$ cat src/hdl/bcld_pkg.sv
// Shared constants, types and pattern tables of the button command line decoder.
package bcld_pkg;

  localparam int LINE_SIZE   = 64;
  localparam int NUM_BUTTONS = 6;
  localparam int CNT_W       = $clog2(LINE_SIZE);

  localparam int PRESS_LEN   = 6;
  localparam int RELEASE_LEN = 8;

  localparam logic [7:0] CH_NEWLINE = 8'h0A;
  localparam logic [7:0] CH_ZERO    = 8'h30;
  localparam logic [7:0] CH_UNDER   = 8'h5F;
  localparam logic [7:0] CH_NUL     = 8'h00;

  // input kind codes (tuser)
  localparam logic KIND_BYTE = 1'b0;
  localparam logic KIND_READ = 1'b1;

  // event kind codes
  localparam logic EVT_PRESS   = 1'b0;
  localparam logic EVT_RELEASE = 1'b1;

  typedef struct packed {
    logic       valid;
    logic [3:0] button;
    logic       kind;
  } bcld_line_event_t;

  function automatic logic [7:0] prefix_char(input logic [1:0] idx);
    logic [7:0] c;
    unique case (idx)
      2'd0:    c = 8'h42; // B
      2'd1:    c = 8'h54; // T
      2'd2:    c = 8'h4E; // N
      default: c = 8'h00;
    endcase
    return c;
  endfunction

  function automatic logic [7:0] press_char(input logic [2:0] idx);
    logic [7:0] c;
    unique case (idx)
      3'd0:    c = 8'h5F; // _
      3'd1:    c = 8'h50; // P
      3'd2:    c = 8'h52; // R
      3'd3:    c = 8'h45; // E
      3'd4:    c = 8'h53; // S
      3'd5:    c = 8'h53; // S
      default: c = 8'h00;
    endcase
    return c;
  endfunction

  function automatic logic [7:0] release_char(input logic [3:0] idx);
    logic [7:0] c;
    unique case (idx)
      4'd0:    c = 8'h5F; // _
      4'd1:    c = 8'h52; // R
      4'd2:    c = 8'h45; // E
      4'd3:    c = 8'h4C; // L
      4'd4:    c = 8'h45; // E
      4'd5:    c = 8'h41; // A
      4'd6:    c = 8'h53; // S
      4'd7:    c = 8'h45; // E
      default: c = 8'h00;
    endcase
    return c;
  endfunction

endpackage

$ cat src/hdl/bcld_line_matcher.sv
// Per-line state: prefix check, digit capture and running pattern matchers.
module bcld_line_matcher (
  input  logic                      clk,
  input  logic                      rst,
  input  logic                      byte_fire,
  input  logic [7:0]                rx_value,
  output bcld_pkg::bcld_line_event_t line_event
);
  import bcld_pkg::*;

  logic [CNT_W-1:0] char_count, char_count_next;
  logic             string_ended, string_ended_next;
  logic             prefix_good, prefix_good_next;
  logic [7:0]       digit_char, digit_char_next;
  logic [2:0]       press_progress, press_progress_next;
  logic [3:0]       release_progress, release_progress_next;
  logic             press_seen, press_seen_next;
  logic             release_seen, release_seen_next;

  logic       line_end;
  logic [7:0] btn;

  assign line_end = (rx_value == CH_NEWLINE) || (char_count >= CNT_W'(LINE_SIZE - 1));
  assign btn      = digit_char - CH_ZERO;

  always_comb begin
    char_count_next       = char_count;
    string_ended_next     = string_ended;
    prefix_good_next      = prefix_good;
    digit_char_next       = digit_char;
    press_progress_next   = press_progress;
    release_progress_next = release_progress;
    press_seen_next       = press_seen;
    release_seen_next     = release_seen;
    line_event.valid      = 1'b0;
    line_event.button     = btn[3:0];
    line_event.kind       = press_seen ? EVT_PRESS : EVT_RELEASE;

    if (byte_fire) begin
      if (line_end) begin
        line_event.valid = prefix_good && (char_count >= CNT_W'(3)) &&
                           (btn < 8'(NUM_BUTTONS)) && (press_seen || release_seen);
        char_count_next       = '0;
        string_ended_next     = 1'b0;
        prefix_good_next      = 1'b1;
        digit_char_next       = '0;
        press_progress_next   = '0;
        release_progress_next = '0;
        press_seen_next       = 1'b0;
        release_seen_next     = 1'b0;
      end else begin
        char_count_next = char_count + CNT_W'(1);
        if (!string_ended) begin
          if (rx_value == CH_NUL) begin
            string_ended_next = 1'b1;
            if (char_count < CNT_W'(3)) prefix_good_next = 1'b0;
          end else begin
            if (char_count < CNT_W'(3)) begin
              if (rx_value != prefix_char(char_count[1:0])) prefix_good_next = 1'b0;
            end else if (char_count == CNT_W'(3)) begin
              digit_char_next = rx_value;
            end

            if (rx_value == press_char(press_progress)) begin
              if (press_progress == 3'(PRESS_LEN - 1)) begin
                press_seen_next     = 1'b1;
                press_progress_next = '0;
              end else begin
                press_progress_next = press_progress + 3'd1;
              end
            end else begin
              press_progress_next = (rx_value == CH_UNDER) ? 3'd1 : 3'd0;
            end

            if (rx_value == release_char(release_progress)) begin
              if (release_progress == 4'(RELEASE_LEN - 1)) begin
                release_seen_next     = 1'b1;
                release_progress_next = '0;
              end else begin
                release_progress_next = release_progress + 4'd1;
              end
            end else begin
              release_progress_next = (rx_value == CH_UNDER) ? 4'd1 : 4'd0;
            end
          end
        end
      end
    end
  end

  always_ff @(posedge clk) begin
    if (rst) begin
      char_count       <= '0;
      string_ended     <= 1'b0;
      prefix_good      <= 1'b1;
      digit_char       <= '0;
      press_progress   <= '0;
      release_progress <= '0;
      press_seen       <= 1'b0;
      release_seen     <= 1'b0;
    end else begin
      char_count       <= char_count_next;
      string_ended     <= string_ended_next;
      prefix_good      <= prefix_good_next;
      digit_char       <= digit_char_next;
      press_progress   <= press_progress_next;
      release_progress <= release_progress_next;
      press_seen       <= press_seen_next;
      release_seen     <= release_seen_next;
    end
  end

endmodule

$ cat src/hdl/bcld_event_reg.sv
// Pending event holder and result register of the read channel.
module bcld_event_reg (
  input  logic                      clk,
  input  logic                      rst,
  input  bcld_pkg::bcld_line_event_t line_event,
  input  logic                      read_fire,
  input  logic                      out_ready,
  output logic                      out_valid,
  output logic [7:0]                out_data
);
  import bcld_pkg::*;

  logic       event_pending;
  logic [3:0] pending_button;
  logic       pending_kind;

  always_ff @(posedge clk) begin
    if (rst) begin
      event_pending  <= 1'b0;
      pending_button <= '0;
      pending_kind   <= EVT_PRESS;
    end else if (line_event.valid) begin
      event_pending  <= 1'b1;
      pending_button <= line_event.button;
      pending_kind   <= line_event.kind;
    end else if (read_fire) begin
      event_pending  <= 1'b0;
    end
  end

  always_ff @(posedge clk) begin
    if (rst) begin
      out_valid <= 1'b0;
    end else if (read_fire) begin
      out_valid <= 1'b1;
    end else if (out_ready) begin
      out_valid <= 1'b0;
    end
  end

  // fields of an empty read are zero
  always_ff @(posedge clk) begin
    if (read_fire) begin
      out_data <= {2'b00,
                   event_pending ? pending_kind : 1'b0,
                   event_pending ? pending_button : 4'd0,
                   event_pending};
    end
  end

endmodule

$ cat src/hdl/button_command_line_decoder_top.sv
// Top level of the button command line decoder.
//
// Slave channel: one transfer per item. tuser selects the kind: 0 carries a
// received byte in tdata[7:0], 1 asks to read and clear the pending event.
// Bytes are gathered into lines ending at newline or when a line is full;
// a line of the form BTN<digit>..._PRESS or ..._RELEASE with a valid digit
// replaces the pending event. Bytes produce no result.
// Master channel: one transfer per read, tdata holds event_ready, the
// button number and press_or_release (0 press, 1 release).
// An item is held in the input register and then decoded; a read result is
// registered in the result register, from which it is offered. Throughput
// is one item per cycle while no read waits on an untaken result, set by the
// single-pass decode between the input and result registers.
// When the receiver stalls, bytes keep flowing until a read reaches the input
// register; a read waits there only while an earlier result is still untaken.
// Reset (rst, synchronous) clears the line state, the pending event and both
// valid flags; there is no clearing pass.
module button_command_line_decoder_top (
  input  logic       clk,
  input  logic       rst,
  input  logic       s_axis_tvalid,
  output logic       s_axis_tready,
  input  logic [7:0] s_axis_tdata,  // [7:0] rx_value
  input  logic       s_axis_tuser,  // [0] kind
  output logic       m_axis_tvalid,
  input  logic       m_axis_tready,
  output logic [7:0] m_axis_tdata   // [0] event_ready, [4:1] button_number,
                                    // [5] press_or_release, [7:6] zero
);
  import bcld_pkg::*;

  logic       in_valid;
  logic       in_kind;
  logic [7:0] in_value;
  logic       advance;
  logic       byte_fire;
  logic       read_fire;

  bcld_line_event_t line_event;

  assign advance       = in_valid && ((in_kind == KIND_BYTE) || !m_axis_tvalid || m_axis_tready);
  assign byte_fire     = advance && (in_kind == KIND_BYTE);
  assign read_fire     = advance && (in_kind == KIND_READ);
  assign s_axis_tready = !in_valid || advance;

  always_ff @(posedge clk) begin
    if (rst) begin
      in_valid <= 1'b0;
    end else if (s_axis_tready) begin
      in_valid <= s_axis_tvalid;
    end
  end

  always_ff @(posedge clk) begin
    if (s_axis_tvalid && s_axis_tready) begin
      in_kind  <= s_axis_tuser;
      in_value <= s_axis_tdata;
    end
  end

  bcld_line_matcher u_matcher (
    .clk        (clk),
    .rst        (rst),
    .byte_fire  (byte_fire),
    .rx_value   (in_value),
    .line_event (line_event)
  );

  bcld_event_reg u_event (
    .clk        (clk),
    .rst        (rst),
    .line_event (line_event),
    .read_fire  (read_fire),
    .out_ready  (m_axis_tready),
    .out_valid  (m_axis_tvalid),
    .out_data   (m_axis_tdata)
  );

  a_read_no_overwrite: assert property (@(posedge clk) disable iff (rst)
    read_fire |-> (!m_axis_tvalid || m_axis_tready))
    else $error("read decoded over an untaken result");

  a_empty_read_zero: assert property (@(posedge clk) disable iff (rst)
    (m_axis_tvalid && !m_axis_tdata[0]) |-> (m_axis_tdata[7:1] == 7'd0))
    else $error("empty read carries nonzero fields");

  a_held_item_stable: assert property (@(posedge clk) disable iff (rst)
    (in_valid && !advance) |=> (in_valid && $stable(in_value) && $stable(in_kind)))
    else $error("stalled input item changed");

  a_event_only_on_byte: assert property (@(posedge clk) disable iff (rst)
    line_event.valid |-> byte_fire)
    else $error("line event without a byte");

endmodule
$ cat config.mk
export PLATFORM = sky130hd
export DESIGN_NAME = button_command_line_decoder_top
export DESIGN_NICKNAME = d
export VERILOG_FILES = /design/src/hdl/bcld_pkg.sv /design/src/hdl/bcld_line_matcher.sv /design/src/hdl/bcld_event_reg.sv /design/src/hdl/button_command_line_decoder_top.sv
export SDC_FILE = /design/constraint.sdc
export NUM_CORES = 1
export LEC_CHECK = 0
export BUFFER_PORTS_ARGS = -buffer_cell sky130_fd_sc_hd__clkbuf_2
export CORE_UTILIZATION = 42
export CTS_CLUSTER_DIAMETER = 50
export CTS_CLUSTER_SIZE = 30
export DETAILED_ROUTE_END_ITERATION = 6
export SYNTH_ARGS = -nofsm -noshare
export SYNTH_HDL_FRONTEND = slang
export SYNTH_SLANG_ARGS = --single-unit
$ cat constraint.sdc
create_clock -name clk -period 3.9 [get_ports clk]
set_input_delay 0.39 -clock clk [delete_from_list [all_inputs] [get_ports clk]]
set_output_delay 0.39 -clock clk [all_outputs]
set_load 0.03 [all_outputs]
* Word level (Yosys, flattened, before mapping)
Memory sizes are Yosys's and may differ from the RTL's. A register that Yosys moved wholly into a read port is not among the register bits.
Index checks and enable logic that the tools add are counted.
** Storage, ports and cells
- Word-level logic and storage cells :: 138
- Output and inout port bits :: 10
- Latch bits :: 0
- Bits in writable memories :: 0
- Memories kept :: 1
- Flip-flop bits (word level) :: 48
- Bits in read-only memories :: 40
- Bits of input ports :: 13
** Memory list
- (no name shown) :: words 8, width 5, read ports 1, clocked after memory_dff 1, wr ports 0, RTL line bcld_pkg.sv:57 : unique case (idx)
** Operators by class
- Add/subtract/negate cells :: 4
- Shift operators :: 0
- Muxes and demuxes :: 62
- Reduce and logical (&&, ||, !) cells :: 32
- Bitwise gates (word level) :: 1
- Div/mod/pow operators :: 0
- Eq/ne operators :: 17
- $lt $le $gt $ge :: 4
- Multiply operators :: 0
** Operator list (number)
- 8-bit 2-to-1 mux :: 19
- 7-bit case mux with 5 select lines :: 1
- 1-bit 2-to-1 mux :: 28
- 3-bit 2-to-1 mux :: 7
- 7-bit case mux with 3 select lines :: 1
- 4-bit 2-to-1 mux :: 5
- 8-bit equality test :: 2
- 2-bit nonzero test :: 8
- 5-bit AND reduction :: 3
- 8-bit by 4-bit equality test with 1-bit output (second input constant) :: 1
- 8-bit by 7-bit equality test with 1-bit output (second input constant) :: 1
- 8-bit zero test :: 1
- 8-bit by 3-bit less-than comparator with 1-bit output (second input constant) :: 1
- 8-bit inequality test :: 1
- 8-bit by 6-bit subtractor with 8-bit output (second input constant) :: 1
- 1-bit logical AND :: 7
- 6-bit by 1-bit adder with 6-bit output (second input constant) :: 1
- 3-bit by 2-bit equality test with 1-bit output (second input constant) :: 2
- 3-bit equality test (second input constant) :: 2
- 6-bit by 2-bit equality test with 1-bit output (second input constant) :: 1
- 6-bit by 2-bit >= comparator with 1-bit output (second input constant) :: 1
- 6-bit >= comparator (second input constant) :: 1
- 6-bit by 2-bit less-than comparator with 1-bit output (second input constant) :: 1
- 6-bit 2-to-1 mux :: 1
- 17 further kinds :: 23

* Longest topological paths before layout
Gate-level depths: netlist of the first run.
- Depth after elaboration :: 13
- Mapped depth :: 10

* Hierarchy
From an unflattened synthesis of the first run, not the netlist that was laid out.
** Second synthesis, totals
- Cells, all modules :: 284
- Area total of the unflattened synthesis :: 2800.2 um^2
** By module, submodules not included
- bcld_line_matcher :: sequential area each 580.6 um^2, times used 1, area an instance 1963.1 um^2, cells each 228
- bcld_event_reg :: sequential area each 320.3 um^2, times used 1, area an instance 480.5 um^2, cells each 38
- button_command_line_decoder_top :: sequential area each 290.3 um^2, times used 1, area an instance 356.6 um^2, cells each 18

* Least setup slack after synthesis of the first run
Ideal clock, no wire load.
- Path type :: reg-to-reg
- From :: reg in_value[0]
- To :: reg (tool-made name)
- Arrival time :: 2588 ps
- Period minus slack after synthesis :: 2703 ps
- Setup time :: 115 ps
- Stages on the path, launching flop included :: 10
- Required time :: 3785 ps
- Slack :: 1197 ps
- Cells stage by stage :: edfxtp_1 > buf_6 > or4_4 > o32ai_4 > nor2_2 > or4_4 > a21oi_4 > inv_1 > ha_1 > and2_1
** RTL lines
- start: declaration :: RTL line button_command_line_decoder_top.sv:34 : logic [7:0] in_value;
- start signal: assignment :: RTL line button_command_line_decoder_top.sv:57 : in_value <= s_axis_tdata;

==> results.md, run 1 <==
* Status: finished, final reports clean
* Post-layout min period at 3.01 ns
* CTS tree: done
* Final Non-Filler Cells at around 370
* Final setup fails at 0
* Area fraction of the dominant cell type after synthesis at 27.7%
* Final net count at between 300 and 400
* Maxcap violations at 0
* First-pass GRT wire length at 9650 um
* Synth Instances at around 280
* Rel. slew slack at 32.0%
* Leak Pwr at between 1 and 1.5 nW
* Synth Warn # at 0
* Startpoint types: register
* Vias in the first global route at 1938
* P&R area growth vs syn at 7.81%
* Mapped cell area at 2670 um2
* Setup TNS at 0 ns
* Synth unique cells at 59
* Area contributors post-synth: dfxtp_1, edfxtp_1, nor2_1, ha_1, a21oi_1
* Fillcell total at 566
* Total placed instance area at 2790 um2
* # clock sinks at 52
* Slew Limit Fails at 0
* Initial Utilization at approximately 44%
* EDFF count, synth at 15
* Crit share post-route at 77.1%
* Worst min path class: in -> reg
* ANT cells at 0
* Overall via count from detail_route at 2032
* FMAX at 0.332 GHz
* Dpl ws at 0.930 ns
* Fin worst setup slack at roughly 0.89 ns
* GRT Max-Usage Layer: met2
* Met3 Use GR at 3.89%
* Maximum fanout along the worst path at 10
* Die height at between 80 and 90 um
* Number of CTS-inserted buffers at 5
* Most frequent cells in the layout: dfxtp_1, nor2_1, clkbuf_2, inv_1, a21oi_1
* Setup Skew at 0.00504 ns
* Most common cell after layout, fill and taps aside: dfxtp_1
* Critical Path RT at 4.12 ns
* Utilization after layout at between 40% and 50%
* Met2 usage at a little under a third
* Clk slew on worst S/H paths at around 0.1 ns
* Core Footprint at 6030 um2
* Crit. End Element: register
* Design area at 2880 um2
* Sequential area share after synthesis at around 45%
* Worst slew pin tran at 1.02 ns
* PortBufs at 20
* Worst vdd ir at 272 uV
* DRC at 0
* Largest net degree at the start of global routing at 20
* # IOs at 23
* Root Buffer: clkbuf_8
* Row cnt at 28
* Die area at 6690 um2
* Post-synth top area cell: dfxtp_1
* Detailed Route Iter0 Violations at 119
* Die W at 81.8 um
* WL final at ~5800 um
* Post-CTS setup buffers at 0
* Hold Violations, Final at 0
* Top FF cell, synth: dfxtp_1
* Detailed placer's ending HPWL at 4210 um
* Register bit total from synthesis at 52
* Worst skew pair latency at roughly 0.31 ns
* Hold_ws at ~0.24 ns
* CTS resizes at 0
* Final ANT Viol Nets at 0
* Power per Cell Area at 338 nW/um2
* Worst Setup Path Type: reg -> reg
* Grt ovf at 0
* GRT met1 Usage at 25.4%
* Number of iterations in the first detailed-routing pass at 4
* Routability cong. at 0.826
* H-tree levels at 2
* # hold bufs at CTS at 0
* Syn_area_per_cell at 9.65 um2
* Post-synth ARST share at 0%
* Drt via density at 5.55
* Arrival @ worst endpoint at roughly 3.2 ns
* CTS Buffer Depth at 2
* Initial antenna violation count at 0
* Drt wl/cell at 15.7 um
* RSZ-0062 raised after global routing: false
* GRT Total Usage at 19.3%
* Placed cells at about 360
* Layout cells sized above 1 at 14.4%
* Final total power at 0.974 mW
[metal layers]
metal	vias to the layer above	share of wire [%]	wire, um
met5	-	0	0
li1	1010	-	-
met4	0	1.7	99
met3	8	5.7	327
met1	945	45	2590
met2	69	48	2740
[power by group]
group	leakage [nW]	internal [mW]	switching [mW]
Clock	0.0463	0.132	0.196
Sequential	0.441	0.565	0.0173
Combinational	0.576	0.0231	0.0405
Total	1.06	0.720	0.254
[worst max-delay path, cell delays in order (launching register included)]
cell and delay, ns:
edfxtp_1 0.63, or3b_1 0.41, a2111oi_2 0.23, o2111ai_1 0.34, or4_4 0.65, a21oi_4 0.18, inv_1 0.06, ha_1 0.28
and2_1 0.13
[path summary, 6_finish.rpt]
kind                               from               endpoint  depth (start not counted)  slack [ns]
hold / removal          s_axis_tdata[6]            in_value[6]                          1        0.24
setup reg to reg            in_value[6]               register                          8        0.89
hold reg to reg   u_matcher.prefix_good  u_matcher.prefix_good                          1        0.46
setup / recovery            in_value[6]               register                          8        0.89
[logic make-up (layout without fill, tap and decap cells)]
kind of cell             count (synthesis)  in the layout  synth area share, %
AND/OR/NAND/NOR                        106            106                 21.6
adder cells (fa/ha/maj)                  8              8                 3.74
flip-flops                              52             52                 44.5
multiplexers                             8              8                 2.99
XOR/XNOR                                13             13                 4.26
AO/OA/AOI/OAI                           56             56                 16.9
other                                    1              2                0.140
buffers and inverters                   33             46                 5.85
[Yosys cell counts (2+ instances only)]
| cell | n |
|---|---|
| nor2b_1 | 8 |
| or4_4 | 2 |
| a21oi_1 | 17 |
| nor4_1 | 2 |
| buf_4 | 3 |
| nor4b_1 | 3 |
| nand3_1 | 8 |
| nand2_1 | 14 |
| edfxtp_1 | 15 |
| a21o_1 | 2 |
| o2bb2ai_1 | 2 |
| nand4_1 | 3 |
| xnor2_1 | 8 |
| a22o_1 | 8 |
| o2111ai_1 | 2 |
| ha_1 | 8 |
| dfxtp_1 | 37 |
| inv_1 | 17 |
| buf_2 | 5 |
| mux2i_1 | 8 |
| o21ai_0 | 4 |
| nor2_1 | 33 |
| a41oi_1 | 2 |
| buf_6 | 2 |
| nor3_1 | 10 |
| xor2_1 | 5 |
| clkbuf_1 | 6 |
| a221oi_1 | 3 |
| nand2b_1 | 5 |
| and2_1 | 6 |
[sequential cells by signal (all words and copies together) (netlist names), named ones only]
| name | cells |
|---|---|
| u_matcher.press_seen | 1 |
| u_matcher.press_progress | 3 |
| in_kind | 1 |
| in_value | 8 |
| in_valid | 1 |
| u_event.pending_button | 4 |
| u_event.out_valid | 1 |
| u_event.out_data | 6 |
| u_matcher.release_progress | 4 |
| u_matcher.digit_char | 8 |
| u_matcher.release_seen | 1 |
| u_matcher.string_ended | 1 |
| u_matcher.prefix_good | 1 |
| u_event.pending_kind | 1 |
| u_event.event_pending | 1 |
| u_matcher.char_count | 6 |
[area by class of cell]
cell class              instances  area (um2)  share of cell area, %
well taps                      75        93.8                   3.26
flip-flops and latches         52        1190                   41.3
clock buffers                   5        68.8                   2.39
multi-input cells             193        1330                   46.1
inverters                      17        63.8                   2.21
repair buffers                 21         108                   3.73
clock inverters                 3        27.5                  0.955
Note: power is estimated with default switching activity, not from simulation.
==> run 2: changes to the inputs <==
Clock period 3.9 ns to 3.15 ns, I/O delays scaled along.
==> results.md, run 2 (synthesized netlist as in run 1, its figures left out) <==
* WL final at 5620 um
* Arrival @ worst endpoint at 3.03 ns
* Die W at 81.8 um
* H-tree levels at 2
* Routability cong. at between 0.8 and 0.9
* Vias in the first global route at ~2000
* Design area at 2950 um2
* Post-layout min period at 2.77 ns
* Initial Utilization at 44.4%
* Worst Setup Path Type: reg -> reg
* GRT Total Usage at 19.5%
* Largest net degree at the start of global routing at 20
* Detailed Route Iter0 Violations at roughly 130
* Core Footprint at 6030 um2
* CTS resizes at 0
* Worst vdd ir at between 200 and 250 uV
* Die area at 6690 um2
* Power per Cell Area at 407 nW/um2
* Worst skew pair latency at 0.31 ns
* Crit share post-route at between 80 and 90%
* CTS Buffer Depth at 2
* Leak Pwr at 1.11 nW
* First-pass GRT wire length at 9740 um
* Final total power at 1.20 mW
* Critical Path RT at 3.41 ns
* FMAX at 0.361 GHz
* Fillcell total at 561
* Final setup fails at 0
* Most frequent cells in the layout: dfxtp_1, nor2_1, clkbuf_2, inv_1, a21oi_1
* Number of CTS-inserted buffers at 5
* DRC at 0
* Detailed placer's ending HPWL at 4200 um
* Setup Skew at between 0.004 and 0.005 ns
* Top Registers: in_value: 8 flops, u_matcher.digit_char: 8 flops
* Register area at ~1200 um2
* Initial antenna violation count at 0
* Die height at 81.8 um
* Critical path's largest stage delay at 0.70 ns
* Final ANT Viol Nets at 0
* Hold Violations, Final at 0
* Drt via density at ~5.5
* Crit path cell chain: ha_1 > and3_1 > nor2b_1 > a2111oi_1 > nand2b_1 > buf_4 > nor3_2 > a22o_1
* Maximum fanout along the worst path at 8
* # hold bufs at CTS at 0
* RSZ-0062 raised after global routing: false
* P&R area growth vs syn at 10.2%
* Post-CTS setup buffers at 0
* Final net count at 320
* Most common cell after layout, fill and taps aside: dfxtp_1
* # IOs at 23
* # clock sinks at 52
* PortBufs at 20
* Overall via count from detail_route at 2070
* Rel. slew slack at 37.8%
* Total placed instance area at 2850 um2
* Grt ovf at 0
* Drt wl/cell at 15.0 um
* Startpoint types: register
* Crit. End Element: register
* Slew Limit Fails at 0
* Worst min path class: in -> reg
* Status: finished, final reports clean
* Layout cells sized above 1 at between 10% and 20%
* ANT cells at 0
* Worst slew pin tran at roughly 0.93 ns
* CTS tree: done
* Maxcap violations at 0
* Slowest CP cell: a2111oi_1
* Setup TNS at 0 ns
* Area of the multi-input gates at 1330 um2
* Number of iterations in the first detailed-routing pass at 4
* Root Buffer: clkbuf_8
* Clk slew on worst S/H paths at 0.10 ns
* Row cnt at 28
## run 2: cell types whose count changed in the layout (fill, tap and decap cells not counted), sizes merged
cell / previous run / this run
clkinvlp: 1 / 0
buf: 1 / 10
clkinv: 1 / 2
## run 2: worst max-delay path: cells and delay by family, from the launching register on
family                   cells  cell delay [ns]
flip-flops                   1             0.37
adder cells (fa/ha/maj)      1             0.26
AO/OA/AOI/OAI                2             0.90
AND/OR/NAND/NOR              4             1.00
buffers and inverters        1             0.19
## run 2: through the flow
| step | std cells | hold WS, ns | utilization, % | setup WS [ns] |
|---|---|---|---|---|
| 3_5_place_dp | 367 | 0.443 | 47.4 | 0.427 |
| 2_1_floorplan | 278 | 0.414 | - | 0.447 |
| 6_report | 375 | 0.168 | 48.9 | 0.381 |
| 5_1_grt | 375 | 0.154 | 48.9 | 0.178 |
| 3_3_place_gp | 367 | 0.437 | 47.4 | 0.405 |
| 4_1_cts | 375 | 0.157 | 48.9 | 0.411 |
## run 2: power by group
| group | switching [mW] | internal (mW) |
|---|---|---|
| clock network | 0.236 | 0.160 |
| logic | 0.0548 | 0.0329 |
| registers | 0.0164 | 0.700 |
## run 2: cell type report
cell class	instances	share of cell area, %
clock buffers	5	2.34
clock inverters	3	0.765
inverters	17	2.17
multi-input cells	193	45.2
flip-flops and latches	52	40.4
well taps	75	3.19
repair buffers	30	5.95
## run 2: path summary, 6_finish.rpt
path,from,cells after the start,slack [ns],end
worst max-delay path,u_matcher.char_count[0],8,0.38,u_matcher.digit_char[0]
worst min-delay path,s_axis_tdata[7],1,0.17,in_value[7]
worst max register to register,u_matcher.char_count[0],8,0.38,u_matcher.digit_char[0]
worst min register to register,u_matcher.prefix_good,1,0.47,u_matcher.prefix_good
## run 2: metal layers
metal	part of all wire (%)	up-vias	track usage [%]	wire length (um)
li1	-	1025	-	-
met1	47	986	25.9	2650
met2	47	53	30.8	2660
met3	3.9	6	4.11	220
met4	1.5	0	7.54	84
met5	0	-	0	0
